### src/sv/sgdm_pkg.sv
// ----------------------------------------------------------------------------
// sgdm_pkg
// Types, constants and fixed-point helpers shared by the SGD momentum
// update block.
// ----------------------------------------------------------------------------
package sgdm_pkg;

  // Velocity store
  localparam int VEL_DEPTH = 4096;
  localparam int SLOT_W    = $clog2(VEL_DEPTH);

  // Result queue, also the bound on items in flight
  localparam int FIFO_DEPTH = 8;
  localparam int FIFO_AW    = $clog2(FIFO_DEPTH);
  localparam int CNT_W      = $clog2(FIFO_DEPTH + 1);

  localparam logic signed [31:0] S32_MAX = 32'sh7FFF_FFFF;
  localparam logic signed [31:0] S32_MIN = 32'sh8000_0000;

  typedef enum logic [1:0] {
    CFG_LEARNING_RATE   = 2'd0,
    CFG_MOMENTUM_FACTOR = 2'd1,
    CFG_USE_MOMENTUM    = 2'd2
  } cfg_reg_t;

  typedef struct packed {
    logic [11:0]        element_index;
    logic signed [31:0] weight;
    logic signed [31:0] gradient;
    logic               end_of_pass;
  } in_item_t;

  typedef struct packed {
    logic [11:0]        out_index;
    logic signed [31:0] new_weight;
    logic               saturated;
  } out_item_t;

  // Item leaving the velocity stages
  typedef struct packed {
    logic [11:0]        index;
    logic signed [31:0] weight;
    logic signed [31:0] velocity;
    logic               clip;
  } vel_item_t;

  // Occupancy of the first velocity stage, for the same-slot interlock
  typedef struct packed {
    logic              s1_write;
    logic [SLOT_W-1:0] s1_slot;
  } vel_status_t;

  function automatic logic [SLOT_W-1:0] slot_of(logic [11:0] idx);
    return SLOT_W'(32'(idx) % VEL_DEPTH);
  endfunction

  function automatic logic ovf32(logic signed [33:0] x);
    return (x > 34'(S32_MAX)) || (x < 34'(S32_MIN));
  endfunction

  function automatic logic signed [31:0] sat32(logic signed [33:0] x);
    logic signed [31:0] r;
    if (x > 34'(S32_MAX)) begin
      r = S32_MAX;
    end else if (x < 34'(S32_MIN)) begin
      r = S32_MIN;
    end else begin
      r = x[31:0];
    end
    return r;
  endfunction

endpackage

### src/sv/sgdm_weight_unit.sv
// ----------------------------------------------------------------------------
// sgdm_weight_unit
// Scales the velocity by the learning rate and subtracts it from the weight.
// ----------------------------------------------------------------------------
module sgdm_weight_unit (
  input  logic                 clk,
  input  logic                 rst,
  input  logic                 vel_valid,
  input  sgdm_pkg::vel_item_t  vel,
  input  logic [15:0]          learning_rate,
  output logic                 res_valid,
  output sgdm_pkg::out_item_t  res
);

  logic               s4_valid;
  logic [11:0]        s4_index;
  logic signed [31:0] s4_weight;
  logic               s4_clip;
  logic signed [48:0] s4_prod;
  logic signed [33:0] diff;

  always_ff @(posedge clk) begin
    if (rst) begin
      s4_valid <= 1'b0;
    end else begin
      s4_valid <= vel_valid;
    end
  end

  always_ff @(posedge clk) begin
    s4_index  <= vel.index;
    s4_weight <= vel.weight;
    s4_clip   <= vel.clip;
    s4_prod   <= 49'(vel.velocity) * 49'($signed({1'b0, learning_rate}));
  end

  assign diff = 34'(s4_weight) - 34'(s4_prod >>> 16);

  assign res_valid      = s4_valid;
  assign res.out_index  = s4_index;
  assign res.new_weight = sgdm_pkg::sat32(diff);
  assign res.saturated  = s4_clip || sgdm_pkg::ovf32(diff);

endmodule

### config.mk
export PLATFORM = sky130hd
export DESIGN_NAME = sgdm_weight_unit
export DESIGN_NICKNAME = d
export VERILOG_FILES = /design/src/sv/sgdm_pkg.sv /design/src/sv/sgdm_weight_unit.sv
export SDC_FILE = /design/constraint.sdc
export NUM_CORES = 1
export LEC_CHECK = 0
export BUFFER_PORTS_ARGS = -buffer_cell sky130_fd_sc_hd__buf_2
export CORE_MARGIN = 3
export CORE_UTILIZATION = 40
export DETAILED_ROUTE_END_ITERATION = 10
export PLACE_DENSITY_LB_ADDON = 0.12
export SYNTH_ARGS = -nofsm -noshare
export SYNTH_HDL_FRONTEND = slang
export SYNTH_SLANG_ARGS = --single-unit
### constraint.sdc
create_clock -name clk -period 21.9 [get_ports clk]
set_clock_uncertainty 0.05 [all_clocks]
set_input_delay 4.38 -clock clk [delete_from_list [all_inputs] [get_ports clk]]
set_output_delay 4.38 -clock clk [all_outputs]
set_load 0.02 [all_outputs]
==> Word-level counts from Yosys, hierarchy flattened <==
Cells that the tools add are included.
{ "totals": {"ff_bits": 95, "latchBits": 0, "mem_bits_rw": 0, "rom_bits": 0, "in_bits": 96, "out_inout_bits": 46, "wordCells": 13, "memories": 0} }
{ "classes": {"n_addsub": 1, "mul": 1, "n_div": 0, "magnitude_cmp": 2, "n_eq_ne": 0, "shifts": 0, "n_mux": 2, "bitwise": 0, "reduce_logical": 2} }
{ "op_table": {"columns": ["cell", "count"], "rows": [
  ["2-to-1 mux 32 bit", 2],
  ["multiplier 32 x 17 -> 49 bit", 1],
  ["> comparator 34 x 32 -> 1 bit (second input constant)", 1],
  ["less-than comparator 34 x 32 -> 1 bit (second input constant)", 1],
  ["subtractor 32 x 33 -> 34 bit", 1],
  ["logical OR 1 bit", 2]
]} }

==> Longest topological paths before layout <==
Gate-level depths: netlist of run 1.
{ "depth": {"depth_word": 4, "depth_mapped": 25, "depth_no_buf": 23} }

==> Worst setup path after synthesis of run 1 <==
No wires, ideal clock.
{ "synth_timing": {"kind": "input to register", "from": "in vel[18] (netlist name)", "to": "reg s4_prod[47]", "setup_time_ns": 0.119, "arrival_time_ns": 9.898, "required_time_ns": 21.731, "slack_ns": 11.834, "cell_stages": 21, "n_path_buf": 2, "path_cell_list": "clkbuf_1 nand2_1 fa_1 fa_1 fa_1 inv_1 fa_1 fa_1 inv_1 fa_1 inv_1 ha_1 clkbuf_1 nand2_1 o21ai_0 a21oi_1 o21ai_0 o21bai_1 a2111oi_0 o22ai_1 xnor2_1"} }
{ "synth_between": {"elab_chain_len": 1} }
{ "synth_lines": {"columns": ["item", "line_no", "source"], "rows": [
  ["start, declared", "sgdm_weight_unit.sv:9", "input sgdm_pkg::vel_item_t vel,"],
  ["multiplier 32 x 17 -> 49 bit", "sgdm_weight_unit.sv:34", "s4_prod <= 49'(vel.velocity) * 49'($signed({1'b0, learning_rate}));"],
  ["end signal, assigned", "sgdm_weight_unit.sv:34", null],
  ["end, declared", "sgdm_weight_unit.sv:19", "logic signed [48:0] s4_prod;"]
]} }
No other way between the ends.
A chain may end at the register's enable or synchronous reset.

==> Final worst setup path of run 1 <==
{ "layout_timing": {"from": "in learning_rate[3]", "to": "reg s4_prod[41]"} }
{ "layout_between": {"elab_chain_len": 1} }
{ "layout_lines": {"columns": ["item", "line_no", "source"], "rows": [
  ["start, declared", "sgdm_weight_unit.sv:10", "input logic [15:0] learning_rate,"],
  ["multiplier 32 x 17 -> 49 bit", "sgdm_weight_unit.sv:34", null]
]} }
No other way between the ends.

==> flow_summary.json, run 1 <==
{
  "vias": 15700,
  "finalHoldViolCount": 0,
  "synth-simple-area-share_pct": 15.1,
  "cts_made_buffers": 9,
  "synthDistinctLibCells": 63,
  "tritoncts": "done",
  "cts_setup_buffers": 0,
  "arrival_ns": 11.54,
  "synthTopCellsByCount": "inv_1, fa_1, nand2_1",
  "syn_area_per_cell_um2": 8.95,
  "drive_above_1_share_pct": 6.94,
  "yosysTopAreaCell": "fa_1",
  "start_util_pct": 41.0,
  "synth-compound-area-share_pct": 7.64,
  "relSlewSlack_pct": 36.9,
  "cts_buffer_depth": 2,
  "maxSlewViolCount": 0,
  "hpwl_mm": 44.8,
  "antenna_found_initial": 1,
  "wl_met2_mm": 27.6,
  "status": "finished clean",
  "cp_max_fo": 32,
  "ff_latch_area_um2": 1580,
  "io_pins": 142,
  "synth_fp_nets": 3108,
  "synthArstFlopShare_pct": 0,
  "yosys_most_used_dff": "dfxtp_1",
  "cts_resized": 0,
  "wl_met1_mm": 25.5,
  "htreeDepth": 3,
  "synth-edff-count": 0,
  "syn_to_final_growth_pct": 7.12,
  "grtUsageTotal_pct": 20.9,
  "die_w_um": 237,
  "worstHoldPathType": "in2reg",
  "place_congestion": 0.847,
  "synthesis.instances": 2376,
  "final.setup.tns_ns": 0,
  "netlist_area_um2": 21300,
  "crit_path_end_kind": "flop",
  "vias_per_cell": 5.04,
  "grt_overflow": 0,
  "finalSetupViolCount": 0,
  "synth_top_family_by_area": "adder cells",
  "path_class": "in2reg",
  "clkSinkCount": 79,
  "io_buffers": 141,
  "synth_top_area_share_pct": 45.9,
  "dieArea_um2": 56000,
  "synthAdderAreaFrac_pct": 54.6,
  "rows": 83,
  "fmax_ghz": 0.0879,
  "coreArea_um2": 51900,
  "muxShareOfSynthArea_pct": 0.0941,
  "ys_ff_latch": 79,
  "route.met3.wl_mm": 2.00,
  "multi_input_area_um2": 17100,
  "nets": 3164,
  "tightest_slew_ns": 0.923,
  "grt_pass1_wl_mm": 94.4,
  "die_height_um": 237,
  "dr.pass1.iters": 5,
  "final.period_utilization_pct": 52.0,
  "synth_area_leaders": "fa_1, inv_1, ha_1",
  "grt_pass1_vias": 17800,
  "drt_iter0_markers": 646,
  "highest_layer": "met4",
  "nFillCells": 5222,
  "wirelength_mm": 56.1,
  "maxCapViolCount": 0,
  "grt_max_degree": 33,
  "seq_area_frac_synth_pct": 7.43,
  "cp_data_required_time_ns": 22.06,
  "drc_errors": 0,
  "rsz0062_at_grt": "no",
  "yosys_warnings": 0,
  "critPathLaunchType": "primary input",
  "wl_per_cell_um": 18.0,
  "ant_nets": 0,
  "hold_buffers": 0,
  "period_minus_slack_ns": 11.38,
  "synth_xor_area_share_pct": 2.76,
  "synth_most_common_cell": "inv_1",
  "clk_pin_slew_ns": 0.06,
  "cts_root_buf": "clkbuf_16"
}
kinds of logic (layout without fill, tap and decap cells):
| kind of cell | count (synthesis) | after routing |
|---|---|---|
| multiplexers | 2 | 2 |
| other | 0 | 2 |
| AO/OA/AOI/OAI | 239 | 239 |
| flip-flops | 79 | 79 |
| AND/OR/NAND/NOR | 658 | 658 |
| XOR/XNOR | 67 | 67 |
| adder cells (fa/ha/maj) | 636 | 636 |
| buffers and inverters | 695 | 755 |
per-stage QoR:
stage / util (%) / cells / hold WS (ns) / area (µm²) / setup slack (ns)
floorplan: - / 2376 / 4.36 / 21300 / 11.83
global route: 43.9 / 3117 / 4.08 / 22800 / 10.13
global placement: 43.3 / 3101 / 4.43 / 22500 / 10.32
detailed placement: 43.3 / 3101 / 4.43 / 22500 / 10.25
finish: 43.9 / 3118 / 4.10 / 22800 / 10.52
CTS: 43.9 / 3116 / 4.09 / 22800 / 10.57
registers in the layout, indices dropped and copies added, names as in the netlist:
| name | cells |
|---|---|
| res_valid | 1 |
| s4_prod | 33 |
| s4_weight | 32 |
| s4_clip | 1 |
| s4_index | 12 |
cell type report:
class                      instances  share of cell area [%]
antenna                            2                  0.0220
clock buffer                      11                    1.07
clock inverter                     4                   0.307
inverter                         597                    9.83
multi-input combinational       1602                    74.9
sequential                        79                    6.94
tap                              680                    3.73
timing repair buffer             143                    3.16
layout by cell type, fill, tap and decap left out, drive strengths merged, types with 28 or more instances in the layout:
master  netlist  routed
inv         597     597
fa          488     488
and2        230     230
a21oi        71      71
xnor2        44      44
dfxtp        79      79
nand2       327     327
a21o         67      67
buf           6     143
nor2         28      28
ha          148     148
worst paths after layout:
check | end | cells after the start | startpoint | slack (ns)
min | s4_index[7] | 1 | vel[72] | 4.10
max | s4_prod[41] | 20 | learning_rate[3] | 10.52
layer usage:
metal	up-vias	track usage, %
li1	7139	-
met1	8192	28.3
met2	328	36.6
met3	62	2.20
met4	0	3.96
met5	-	0
critical path, stage by stage:
cell	delay, ns
buf_2	0.67
nand2_1	0.18
fa_1	0.54
fa_1	0.52
fa_1	0.53
inv_1	0.06
fa_1	0.50
fa_1	0.49
inv_1	0.05
fa_1	0.48
inv_1	0.05
ha_1	0.41
a21oi_1	0.36
nand2_1	0.11
a221oi_1	0.68
a211oi_1	0.23
nor4b_2	0.54
o31ai_1	0.21
a311o_1	0.39
xor2_1	0.14
Power of run 1 is not shown: default switching activity piles up to over one toggle a cycle in this logic, so the estimate is an artifact.
==> run 2: changes to the inputs <==
ABC_AREA = 1   (was unset)
clock period = 10.2 ns   (was 21.9 ns; I/O delays follow)
==> run 2 against run 1 <==
Against the previous run: setup slack lost 8.4 ns; sequential cell count is the same; worst hold slack lost 2.4 ns; final area grew 8.1%; critical path depth shrank 1; area after synthesis grew 8.8%; highest routed layer unchanged.
==> flow_summary.json, run 2 <==
{
  "use_met1_pct": 30.4,
  "cp_data_required_time_ns": 10.38,
  "tightest_slew_ns": 0.935,
  "status": "finished clean",
  "clk_pin_slew_ns": 0.07,
  "critPathLaunchType": "primary input",
  "cts_made_buffers": 9,
  "tritoncts": "done",
  "htreeDepth": 3,
  "cts_buffer_depth": 2,
  "dieArea_um2": 60800,
  "period_minus_slack_ns": 8.05,
  "finalHoldViolCount": 0,
  "start_util_pct": 40.7,
  "cts_root_buf": "clkbuf_16",
  "antenna_found_initial": 0,
  "syn_to_final_growth_pct": 6.42,
  "place_congestion": 0.877,
  "drc_errors": 0,
  "synth_most_common_cell": "inv_1",
  "clkSinkCount": 79,
  "grtUsageTotal_pct": 21.8,
  "rows": 87,
  "fmax_ghz": 0.124,
  "largest_reg_flops": 33,
  "synth_area_leaders": "fa_1, inv_1, nand2_1",
  "path_class": "in2reg",
  "finalSetupViolCount": 0,
  "wirelength_mm": 62.4,
  "final.period_utilization_pct": 78.9,
  "num_antenna_cells": 0,
  "hpwl_mm": 54.0,
  "yosys_most_used_dff": "dfxtp_1",
  "vias": 18400,
  "maxSlewViolCount": 0,
  "rsz0062_at_grt": "no",
  "regMostFlops": "s4_prod",
  "coreArea_um2": 56800,
  "grt_overflow": 0,
  "crit_path_end_kind": "flop",
  "max_stage_delay_ns": 0.76,
  "grtUsageMet2_pct": 38.3,
  "grt_pass1_vias": 20200,
  "io_pins": 142,
  "grt_max_degree": 33,
  "cp_max_fo": 32,
  "ys_ff_latch": 79,
  "drt_iter0_markers": 845,
  "worstHoldPathType": "in2reg",
  "final.setup.tns_ns": 0,
  "nFillCells": 6056,
  "final_common_cell": "inv_1",
  "seq_area_frac_synth_pct": 6.83,
  "ant_nets": 0,
  "synth_fp_nets": 3876,
  "cts_resized": 0,
  "path_cells": "buf_2 -> nand2_1 -> fa_1 -> fa_1 -> inv_1 -> fa_1 -> fa_1 -> fa_1 -> inv_1 -> fa_1 -> inv_1 -> ha_1 -> nand2_1 -> nor2_1 -> inv_1 -> nor3_1 -> nand3_1 -> nand4_1 -> nand2_1",
  "synth-edff-count": 0,
  "crit_start": "learning_rate[2]",
  "synthDistinctLibCells": 38,
  "netlist_area_um2": 23100,
  "syn_area_per_cell_um2": 7.36,
  "layout_common_cells": "inv_1, nand2_1, fa_1",
  "vias_per_cell": 4.67,
  "hold_buffers": 0,
  "io_buffers": 141,
  "hold_path.startpoint": "vel[66]",
  "synthTopCellsByCount": "inv_1, nand2_1, fa_1",
  "met3_usage_pct": 1.31,
  "grt_pass1_wl_mm": 105,
  "maxCapViolCount": 0,
  "die_height_um": 247,
  "die_w_um": 247,
  "relSlewSlack_pct": 37.6,
  "largestRegisters": "s4_prod (33), s4_weight (32), s4_index (12)",
  "busiest_layer": "met2",
  "nets": 3913,
  "cts_setup_buffers": 0,
  "wl_per_cell_um": 15.8,
  "synth_top_area_share_pct": 42.2,
  "crit_path_frequent_cell": "fa_1",
  "drive_above_1_share_pct": 5.74,
  "yosys_warnings": 0,
  "worst_path_max_delay_cell": "fa_1",
  "arrival_ns": 8.23,
  "yosysTopAreaCell": "fa_1",
  "synthArstFlopShare_pct": 0,
  "synthesis.instances": 3144,
  "dr.pass1.iters": 5
}
==> run 2: cell count changes after synthesis, sizes merged, moves of 16 or more <==
cell,previous run,this run
nand2,327,894
inv,597,966
and2,230,1
nor2,28,137
a21o,67,6
nand3,16,57
a21oi,71,97
xnor2,44,18
clkbuf,92,108
o21ai,25,41
==> run 2: final cells by class <==
cell class,count,area (µm²),share of cell area [%]
clock inverters,7,75.1,0.305
multi-input cells,1983,17500,70.9
clock buffers,9,225,0.914
flip-flops and latches,79,1580,6.42
repair buffers,142,713,2.90
inverters,966,3630,14.7
well taps,756,946,3.84
==> run 2: path summary, 6_finish.rpt <==
path / to / slack, ns / cells after the start
worst max-delay path: s4_prod[43] / 2.15 / 19
worst min-delay path: s4_index[1] / 1.74 / 1
==> run 2: metal layers <==
metal / part of all wire [%] / routed length [µm] / vias to the layer above
met1: 47 / 29100 / 9161
li1: - / - / 8884
met5: 0 / 0 / -
met4: 0.97 / 606 / 0
met2: 49 / 30500 / 337
met3: 3.5 / 2210 / 41
==> run 2: cells by family after synthesis <==
family | Yosys count | synth area share [%]
XOR/XNOR | 53 | 2.01
AND/OR/NAND/NOR | 1118 | 19.0
buffers and inverters | 1082 | 17.7
adder cells (fa/ha/maj) | 636 | 50.2
AO/OA/AOI/OAI | 176 | 4.23
flip-flops | 79 | 6.83
==> run 2: worst max-delay path, delay by kind of cell <==
kind | cells | cell delay [ns]
adder cells (fa/ha/maj) | 7 | 3.64
buffers and inverters | 5 | 1.11
AND/OR/NAND/NOR | 7 | 1.41
==> run 2: metrics by stage <==
step	util [%]	cells	hold slack, ns	setup WS [ns]	instance area (µm²)
after CTS	43.3	3942	1.72	2.08	24600
after global routing	43.3	3942	1.72	1.77	24600
final	43.3	3942	1.74	2.15	24600
after floorplan	-	3144	2.02	2.80	23100
after global placement	42.8	3926	2.09	1.79	24300
after detailed placement	42.8	3926	2.09	1.72	24300
Power of run 2 is left out for the same reason.
