### src/sv/sgdm_pkg.sv
// ----------------------------------------------------------------------------
// sgdm_pkg
// Types, constants and fixed-point helpers shared by the SGD momentum
// update block.
// ----------------------------------------------------------------------------
package sgdm_pkg;

  // Velocity store
  localparam int VEL_DEPTH = 4096;
  localparam int SLOT_W    = $clog2(VEL_DEPTH);

  // Result queue, also the bound on items in flight
  localparam int FIFO_DEPTH = 8;
  localparam int FIFO_AW    = $clog2(FIFO_DEPTH);
  localparam int CNT_W      = $clog2(FIFO_DEPTH + 1);

  localparam logic signed [31:0] S32_MAX = 32'sh7FFF_FFFF;
  localparam logic signed [31:0] S32_MIN = 32'sh8000_0000;

  typedef enum logic [1:0] {
    CFG_LEARNING_RATE   = 2'd0,
    CFG_MOMENTUM_FACTOR = 2'd1,
    CFG_USE_MOMENTUM    = 2'd2
  } cfg_reg_t;

  typedef struct packed {
    logic [11:0]        element_index;
    logic signed [31:0] weight;
    logic signed [31:0] gradient;
    logic               end_of_pass;
  } in_item_t;

  typedef struct packed {
    logic [11:0]        out_index;
    logic signed [31:0] new_weight;
    logic               saturated;
  } out_item_t;

  // Item leaving the velocity stages
  typedef struct packed {
    logic [11:0]        index;
    logic signed [31:0] weight;
    logic signed [31:0] velocity;
    logic               clip;
  } vel_item_t;

  // Occupancy of the first velocity stage, for the same-slot interlock
  typedef struct packed {
    logic              s1_write;
    logic [SLOT_W-1:0] s1_slot;
  } vel_status_t;

  function automatic logic [SLOT_W-1:0] slot_of(logic [11:0] idx);
    return SLOT_W'(32'(idx) % VEL_DEPTH);
  endfunction

  function automatic logic ovf32(logic signed [33:0] x);
    return (x > 34'(S32_MAX)) || (x < 34'(S32_MIN));
  endfunction

  function automatic logic signed [31:0] sat32(logic signed [33:0] x);
    logic signed [31:0] r;
    if (x > 34'(S32_MAX)) begin
      r = S32_MAX;
    end else if (x < 34'(S32_MIN)) begin
      r = S32_MIN;
    end else begin
      r = x[31:0];
    end
    return r;
  endfunction

endpackage

### src/sv/sgdm_result_fifo.sv
// ----------------------------------------------------------------------------
// sgdm_result_fifo
// Small register queue that holds finished results until the sink takes them.
// ----------------------------------------------------------------------------
module sgdm_result_fifo (
  input  logic                 clk,
  input  logic                 rst,
  input  logic                 push,
  input  sgdm_pkg::out_item_t  push_data,
  output logic                 out_valid,
  input  logic                 out_ready,
  output sgdm_pkg::out_item_t  out_data
);

  sgdm_pkg::out_item_t          entries [sgdm_pkg::FIFO_DEPTH];
  logic [sgdm_pkg::FIFO_AW-1:0] wr_ptr;
  logic [sgdm_pkg::FIFO_AW-1:0] rd_ptr;
  logic [sgdm_pkg::CNT_W-1:0]   count;
  logic                         pop;

  assign out_valid = (count != '0);
  assign out_data  = entries[rd_ptr];
  assign pop       = out_valid && out_ready;

  always_ff @(posedge clk) begin
    if (rst) begin
      wr_ptr <= '0;
      rd_ptr <= '0;
      count  <= '0;
    end else begin
      if (push) begin
        wr_ptr <= wr_ptr + 1'b1;
      end
      if (pop) begin
        rd_ptr <= rd_ptr + 1'b1;
      end
      count <= count + sgdm_pkg::CNT_W'(push) - sgdm_pkg::CNT_W'(pop);
    end
  end

  always_ff @(posedge clk) begin
    if (push) begin
      entries[wr_ptr] <= push_data;
    end
  end

  a_no_overflow : assert property (@(posedge clk) disable iff (rst)
    push |-> (count != sgdm_pkg::CNT_W'(sgdm_pkg::FIFO_DEPTH)) || pop)
    else $error("result queue overflow");

endmodule

### config.mk
export PLATFORM = sky130hd
export DESIGN_NAME = sgdm_result_fifo
export DESIGN_NICKNAME = d
export VERILOG_FILES = /design/src/sv/sgdm_pkg.sv /design/src/sv/sgdm_result_fifo.sv
export SDC_FILE = /design/constraint.sdc
export NUM_CORES = 1
export LEC_CHECK = 0
export BUFFER_PORTS_ARGS = -buffer_cell sky130_fd_sc_hd__buf_4
export CAP_MARGIN = 10
export CORE_ASPECT_RATIO = 1.1
export CORE_MARGIN = 5
export CORE_UTILIZATION = 60
export DETAILED_ROUTE_END_ITERATION = 8
export PLACE_DENSITY = 0.78
export SETUP_SLACK_MARGIN = 0.1
export SYNTH_ARGS = -nofsm -noshare
export SYNTH_HDL_FRONTEND = slang
export SYNTH_SLANG_ARGS = --single-unit
### constraint.sdc
create_clock -name clk -period 7.75 [get_ports clk]
set_clock_uncertainty 0.2 [all_clocks]
set_input_delay 0.775 -clock clk [delete_from_list [all_inputs] [get_ports clk]]
set_output_delay 0.775 -clock clk [all_outputs]
set_load 0.05 [all_outputs]
# Yosys cells after proc, flatten, opt, wreduce, memory -nomap -nowiden
# Memory sizes are Yosys's and may differ from the RTL's. A register that Yosys moved wholly into a read port is not among the register bits.
# Cells that the tools add are included.
# Widths: inputs -> output; s select.
dict set report totals {
  input_bits 49
  elab_cells 14
  mem_count 1
  ramBits 360
  out_inout_bits 46
  regBits 10
}
dict set report op_classes {
  n_addsub 4
  n_mux 4
  n_reduce_logical 2
}
# memory depth word_bits rd rd_clocked_by_memory_dff wr line_no
set memory_table {}
lappend memory_table {entries 8 45 1 1 1 sgdm_result_fifo.sv:15} ;# sgdm_pkg::out_item_t entries [sgdm_pkg::FIFO_DEPTH];
# op count
set op_table {}
lappend op_table {{$add 3x1->3 const B} 2}
lappend op_table {{$mux 3} 2}
lappend op_table {{$add 4x1->4} 1}
lappend op_table {{$reduce_bool 4->1} 1}
lappend op_table {{$sub 4x1->4} 1}
lappend op_table {{$mux 1} 2}
lappend op_table {{$logic_and 1x1->1} 1}

# Longest topological paths before layout
# Gate-level depths: netlist (run 1).
dict set report depth {
  ltp_word 4
  depth_mapped 11
  ltp_nobuf 11
}

# Least setup slack after synthesis (run 1)
# No wires, ideal clock.
dict set report synth_path {
  path_type {input-to-reg}
  start {in push}
  end {mem entries[0][0] (netlist bit) (enable)}
  cell_stages 2
  path_buffers 0
  slack_ns 3.100
  t_required_ns 7.047
  setup_ns 0.503
  t_arrival_ns 3.946
  cell_sequence {nand2b_1 nor3_1}
}
dict set report synth_via {
  elab_chain_cells 2
}
# element line_no
set synth_rtl {}
lappend synth_rtl {{start, declared} sgdm_result_fifo.sv:8} ;# input logic push,
lappend synth_rtl {{$mux 1} sgdm_result_fifo.sv:42} ;# if (push) begin
lappend synth_rtl {{$mux 1 (implied by the code)} sgdm_result_fifo.sv:43} ;# entries[wr_ptr] <= push_data;
lappend synth_rtl {{end, declared} sgdm_result_fifo.sv:15}
# No other way between the ends.

==> results of run 1 <==
## sequential cells by signal, summed over array words and instances, names as in the netlist, named ones only
| register | flops |
|---|---|
| entries | 360 |
| rd_ptr | 3 |
| count | 4 |
| wr_ptr | 3 |
## power groups by stage
stage,Sequential [W],Combinational (W),Clock [W]
after floorplan,0.00233,0.000698,0
after global placement,0.00235,0.000922,0
after detailed placement,0.00235,0.000939,0
after CTS,0.00231,0.000944,0.00167
after global routing,0.00232,0.000980,0.00177
final,0.00231,0.000934,0.00164
## cells in the mapped netlist
library cell  number
a21oi_1            6
a31o_2             1
buf_1              6
buf_6             10
clkbuf_1           8
clkbuf_2           2
dfxtp_1           13
edfxtp_1         360
fa_1               1
ha_1               6
inv_1              8
mux2_2            47
mux2i_1            1
mux4_1            90
nand2_1            5
nand2b_1           4
nand3_1            3
nor2_1            13
nor2b_1            2
nor3_1             2
nor3b_1            1
o21ai_0            3
or3_1              1
xnor2_1            1
xor2_1             2
## worst register-to-register path: cells and delay by family, from the launching register on
kind / cells / cell delay, ps
buffers and inverters: 1 / 700
and+or+nand+nor: 2 / 1130
DFF: 1 / 360
## metrics by stage
step                utilization (%)  hold WS [ps]  worst slack (ps)  instances  cell area (um^2)
CTS                            70.2           268              3460       1047             16700
global route                   70.2           270              3350       1047             16700
global placement               65.4           287              4070        979             15500
floorplan                         -           280              3100        596             14500
finish                         70.2           292              3490       1047             16700
detailed placement             65.4           307              4040        979             15500
## worst max-delay path by stage
stage	from	to	slack (ps)	cells after the start
2_1_floorplan	push	entries[0][0]$_DFFE_PP_	3100	2
3_3_place_gp	register	out_data[42]	4070	4
3_5_place_dp	register	out_data[2]	4040	4
4_1_cts	register	out_data[2]	3460	4
5_1_grt	register	out_data[44]	3350	4
6_report	register	out_data[2]	3490	4
## area by class of cell
cell class / instances / area, um^2 / area share (%)
sequential: 373 / 11100 / 66.4
multi-input combinational: 189 / 3280 / 19.7
clock buffer: 47 / 1010 / 6.03
timing repair buffer: 104 / 781 / 4.68
tap: 305 / 382 / 2.29
clock inverter: 21 / 121 / 0.728
inverter: 8 / 30.0 / 0.180
## kinds of logic after synthesis
logic type               count (synthesis)
AO/OA/AOI/OAI                           10
XOR/XNOR                                 3
adder cells (fa/ha/maj)                  7
buffers and inverters                   34
flip-flops                             373
multiplexers                           138
AND/OR/NAND/NOR                         31
## layout by cell type, fill, tap and decap left out
cell type	n
edfxtp_1	360
buf_4	104
mux4_1	90
mux2_2	47
clkbuf_16	39
clkinv_1	13
dfxtp_1	10
inv_1	8
clkbuf_1	8
nor2_1	7
nor2_4	6
a21oi_1	6
ha_1	6
nand2_1	5
clkinv_2	5
nand2b_1	4
nand3_1	3
o21ai_0	3
nor3_2	2
nor2b_1	2
xor2_1	2
dfxtp_4	2
nor3b_1	1
mux2i_1	1
xnor2_1	1
or3_1	1
a31o_2	1
fa_1	1
dfxtp_2	1
inv_6	1
bufinv_16	1
clkinv_4	1
## routing by layer
metal / vias up / share of wire, %
met2: 202 / 52
met1: 3364 / 40
met5: - / 0.026
met3: 42 / 6.0
li1: 2827 / -
met4: 2 / 2.0
==> results.sh, run 1 <==
export IMPL_rsz0062_at_grt="no"
export IMPL_netSwitchingFraction_pct=26.5
export IMPL_synth_area_um2=14500
export IMPL_core_rowCount=59
export IMPL_critPathLaunchType="register"
export IMPL_cts_tree="yes"
export IMPL_reg2regPathDepth=3
export IMPL_synthCells=596
export IMPL_ys_seq_elements=373
export IMPL_synthAdderAreaFrac_pct=0.656
export IMPL_crit_arrival_ps=3280
export IMPL_grt_pass1_wl_um=40300
export IMPL_hold_end="entries[2][38]$_DFFE_PP_"
export IMPL_num_antenna_cells=0
export IMPL_internal_power_w=0.00359
export IMPL_busiest_layer="met2"
export IMPL_hold_viol=0
export IMPL_yosysUniqueCellTypes=25
export IMPL_tightest_slew_ps=1140
export IMPL_ctsHoldBuffers=0
export IMPL_synthMuxAreaShare_pct=20.0
export IMPL_wl_per_cell_um=25.5
export IMPL_htree_levels=2
export IMPL_crit_family="buffers and inverters"
export IMPL_cpPeakStageDelay_ps=880
export IMPL_cp_common_cell="buf_4"
export IMPL_dieArea_um2=27400
export IMPL_ant_nets=0
export IMPL_p_comb_share_pct=19.1
export IMPL_power_w=0.00488
export IMPL_pwr_share_clk_pct=33.6
export IMPL_vias=6437
export IMPL_worstPathRequired_ps=6780
export IMPL_layout_drive_gt1_share_pct=28.3
export IMPL_r2r_start="wr_ptr[2]$_SDFFE_PP0P_"
export IMPL_crit_chain="buf_4, mux4_1, mux2_2, buf_4"
export IMPL_grt_met3_usage_pct=4.35
export IMPL_dr_pass1_iters=4
export IMPL_cp_num_buf_inv=2
export IMPL_pwr_share_seq_pct=47.3
export IMPL_nets=769
export IMPL_grt_start_max_net_pins=91
export IMPL_post_cts_buffers=0
export IMPL_slew_violations=0
export IMPL_setup_violations_final=0
export IMPL_crit_path_max_fanout=66
export IMPL_clkSinkCount=373
export IMPL_hp_start="push_data[38]"
export IMPL_core_um2=23800
export IMPL_start_util_pct=61.0
export IMPL_synth_compound_area_share_pct=0.371
export IMPL_antenna_found_initial=1
export IMPL_grt_pass1_vias=6793
export IMPL_use_met1_pct=26.5
export IMPL_tns_ps=0
export IMPL_min_period_over_period_pct=55.0
export IMPL_finalWirelength_um=26700
export IMPL_worstSetupPathType="reg2out"
export IMPL_slew_limit_headroom_pct=23.7
export IMPL_cts_buffer_depth=3
export IMPL_vias_per_cell=6.15
export IMPL_timing_fmax_mhz=235
export IMPL_nFillCells=1382
export IMPL_ff2ff_setup_slack_ps=4980
export IMPL_p_sw_w=0.00130
export IMPL_synth_area_leaders="edfxtp_1 75%, mux4_1 16%, mux2_2 3.7%"
export IMPL_synth_xor_area_share_pct=0.181
export IMPL_fp_dieH_um=173
export IMPL_synth_top_area_share_pct=74.6
export IMPL_synth_simple_area_share_pct=0.992
export IMPL_place_hpwl_um=14300
export IMPL_synth_top_family_by_area="multiplexers"
export IMPL_overflow=0
export IMPL_cap_violations=0
export IMPL_outcome="complete, no violations"
export IMPL_cp_end_kind="output pin"
export IMPL_powerDensity_nw_per_um2=293
export IMPL_gr_usage_met2_pct=33.3
export IMPL_layout_min_cycle_time_ps=4260
export IMPL_syn_nets=652
export IMPL_drcViolationCount=0
export IMPL_slowest_stage="buf_4"
export IMPL_synth_yosys_seq_area_share_pct=76.4
export IMPL_ys_warnings_count=0
export IMPL_insertion_delay_ps=500
export IMPL_clk_pin_slew_ps=60
export IMPL_area_delta_synth_final_pct=15.0
export IMPL_power_leakage_nw=5.53
export IMPL_cts_root_buffer="clkbuf_16"
export IMPL_r2r_end="entries[4][41]$_DFFE_PP_"
export IMPL_yosysTopAreaCell="edfxtp_1"
export IMPL_pin_count=95
export IMPL_hold_depth=1
export IMPL_syn_avg_cell_area_um2=24.3
export IMPL_gp_congestion=0.681
export IMPL_ir_drop_uv=171
export IMPL_ctsResizeCount=0
export IMPL_numCtsBuffers=37
export IMPL_port_buffers=94
export IMPL_drt_initial_drc_count=421
export IMPL_track_usage_pct=19.7
export IMPL_die_x_um=158
export IMPL_hp_class="in2reg"
(Power assumes the default switching activity.)
==> run 2: changes to the inputs <==
CORE_UTILIZATION = 54   (was 60)
PLACE_DENSITY = 0.74   (was 0.78)
clock period = 3.6 ns   (was 7.75 ns; I/O delays follow)
==> run 2 against run 1 <==
Sequential power increased by 120%. First-iteration DRC count is 5.9% lower. Register-to-register slack worse by 3800 ps. Core utilization fell by 4.9 points. Die area is 10% higher. Clock-buffer cell count increased by 5. Clock power is 120% higher. Wire length fell by 0.16%. Via count increased by 2.2%. Hold slack gained 36 ps. Global-route usage shrank 2.1 points. Cell area grew 4.6%.
==> results.sh, run 2 (synthesized netlist as in run 1, its figures left out) <==
export IMPL_worstPathRequired_ps=3040
export IMPL_tightest_slew_ps=735
export IMPL_r2r_start="count[2]$_SDFF_PP0_"
export IMPL_place_hpwl_um=15000
export IMPL_layout_commonest_cell="edfxtp_1"
export IMPL_largest_reg_flops=360
export IMPL_core_rowCount=63
export IMPL_area_delta_synth_final_pct=20.3
export IMPL_setup_violations_final=0
export IMPL_start_util_pct=54.3
export IMPL_regMostFlops="entries"
export IMPL_rsz0062_at_grt="no"
export IMPL_internal_power_w=0.00790
export IMPL_dr_pass1_iters=4
export IMPL_grt_pass1_wl_um=40600
export IMPL_gr_usage_met2_pct=31.1
export IMPL_grt_start_max_net_pins=46
export IMPL_antenna_found_initial=1
export IMPL_nets=825
export IMPL_cap_violations=0
export IMPL_fp_dieH_um=182
export IMPL_min_period_over_period_pct=89.0
export IMPL_outcome="complete, no violations"
export IMPL_placed_cells=1039
export IMPL_crit_arrival_ps=2650
export IMPL_power_leakage_nw=5.81
export IMPL_hold_depth=2
export IMPL_cts_root_buffer="clkbuf_16"
export IMPL_port_buffers=94
export IMPL_grt_pass1_vias=6976
export IMPL_cts_tree="yes"
export IMPL_hold_viol=0
export IMPL_layout_drive_gt1_share_pct=27.6
export IMPL_die_x_um=166
export IMPL_layout_min_cycle_time_ps=3210
export IMPL_core_um2=26700
export IMPL_r2r_end="count[1]$_SDFF_PP0_"
export IMPL_nFillCells=1666
export IMPL_slew_violations=0
export IMPL_hp_start="wr_ptr[2]$_SDFFE_PP0P_"
export IMPL_dieArea_um2=30200
export IMPL_p_comb_share_pct=19.3
export IMPL_numCtsBuffers=37
export IMPL_ir_drop_uv=437
export IMPL_htree_levels=2
export IMPL_tns_ps=0
export IMPL_pwr_share_seq_pct=46.9
export IMPL_hold_end="wr_ptr[2]$_SDFFE_PP0P_"
export IMPL_overflow=0
export IMPL_power_w=0.0107
export IMPL_ff2ff_setup_slack_ps=1190
export IMPL_pwr_share_clk_pct=33.8
export IMPL_vias_per_cell=5.69
export IMPL_grt_met3_usage_pct=3.20
export IMPL_finalWirelength_um=26700
export IMPL_ant_nets=0
export IMPL_p_sw_w=0.00280
export IMPL_use_met1_pct=23.1
export IMPL_hp_class="reg2reg"
export IMPL_gp_congestion=0.716
export IMPL_final_cell_mix="360 x edfxtp_1, 103 x buf_4, 90 x mux4_1"
export IMPL_clk_pin_slew_ps=60
export IMPL_netSwitchingFraction_pct=26.2
export IMPL_vias=6576
export IMPL_post_route_util_pct=65.3
export IMPL_reg2regPathDepth=10
export IMPL_worstSetupPathType="reg2out"
export IMPL_wl_per_cell_um=23.1
export IMPL_drcViolationCount=0
export IMPL_powerDensity_nw_per_um2=613
export IMPL_cts_buffer_depth=3
export IMPL_track_usage_pct=17.6
export IMPL_crit_path_max_fanout=33
export IMPL_pin_count=95
export IMPL_clkSinkCount=373
export IMPL_critPathLaunchType="register"
export IMPL_drt_initial_drc_count=396
export IMPL_busiest_layer="met2"
export IMPL_reg_top3="entries (360), count (4)"
export IMPL_insertion_delay_ps=500
export IMPL_timing_fmax_mhz=312
export IMPL_ctsResizeCount=0
export IMPL_fin_cells=1156
export IMPL_cp_end_kind="output pin"
export IMPL_slew_limit_headroom_pct=50.9
-- run 2: cell types whose count changed in the layout (fill, tap and decap cells not counted), sizes merged --
cell / delta
bufinv: +1
buf: +8
diode: +1
inv: +1
clkbuf: +5
clkinv: -7
dlygate4sd3: +48
-- run 2: cell type report --
| cell class | count | area (um^2) | area share [%] |
|---|---|---|---|
| clock inverter | 16 | 129 | 0.739 |
| sequential | 373 | 11100 | 63.5 |
| timing repair buffer | 160 | 1430 | 8.22 |
| antenna | 1 | 2.50 | 0.0143 |
| inverter | 8 | 30.0 | 0.172 |
| tap | 357 | 447 | 2.56 |
| clock buffer | 52 | 1030 | 5.93 |
| multi-input combinational | 189 | 3290 | 18.9 |
-- run 2: critical path, cell delays in order, from the launching register on --
cell,delay [ps]
dfxtp_4,710
buf_4,350
mux4_1,600
mux2_2,290
buf_4,190
-- run 2: layer usage --
metal / vias up / routed length [um]
li1: 2949 / -
met1: 3407 / 10900
met2: 175 / 13900
met3: 45 / 1360
met4: 0 / 492
met5: - / 0
-- run 2: through the flow --
stage | hold WS [ps] | setup WS (ps) | cell area [um^2]
3_3_place_gp | 298 | 943 | 15800
4_1_cts | 338 | 348 | 17400
2_1_floorplan | 259 | 507 | 14500
5_1_grt | 369 | 280 | 17400
6_report | 328 | 395 | 17400
3_5_place_dp | 320 | 892 | 15800
-- run 2: worst max path at each step --
| stage | cells after the start | slack (ps) | to | from |
|---|---|---|---|---|
| 2_1_floorplan | 2 | 510 | entries[1][0]$_DFFE_PP_ | wr_ptr[0]$_SDFFE_PP0P_ |
| 3_3_place_gp | 4 | 940 | out_data[43] | register |
| 3_5_place_dp | 4 | 890 | out_data[37] | register |
| 4_1_cts | 4 | 350 | out_data[37] | register |
| 5_1_grt | 4 | 280 | out_data[37] | register |
| 6_report | 4 | 390 | out_data[37] | register |
-- run 2: power by group through the flow --
stage	logic [W]	registers [W]	clock network [W]
global route	0.00217	0.00503	0.00387
floorplan	0.00150	0.00502	0
global placement	0.00199	0.00511	0
detailed placement	0.00204	0.00512	0
CTS	0.00209	0.00503	0.00369
finish	0.00207	0.00502	0.00362
-- run 2: repair_timing --
item / 4_1_cts / 5_1_grt
endpoints found under the hold margin: 370 / 0
setup buffers: 0 / 0
hold buffers: 48 / 0
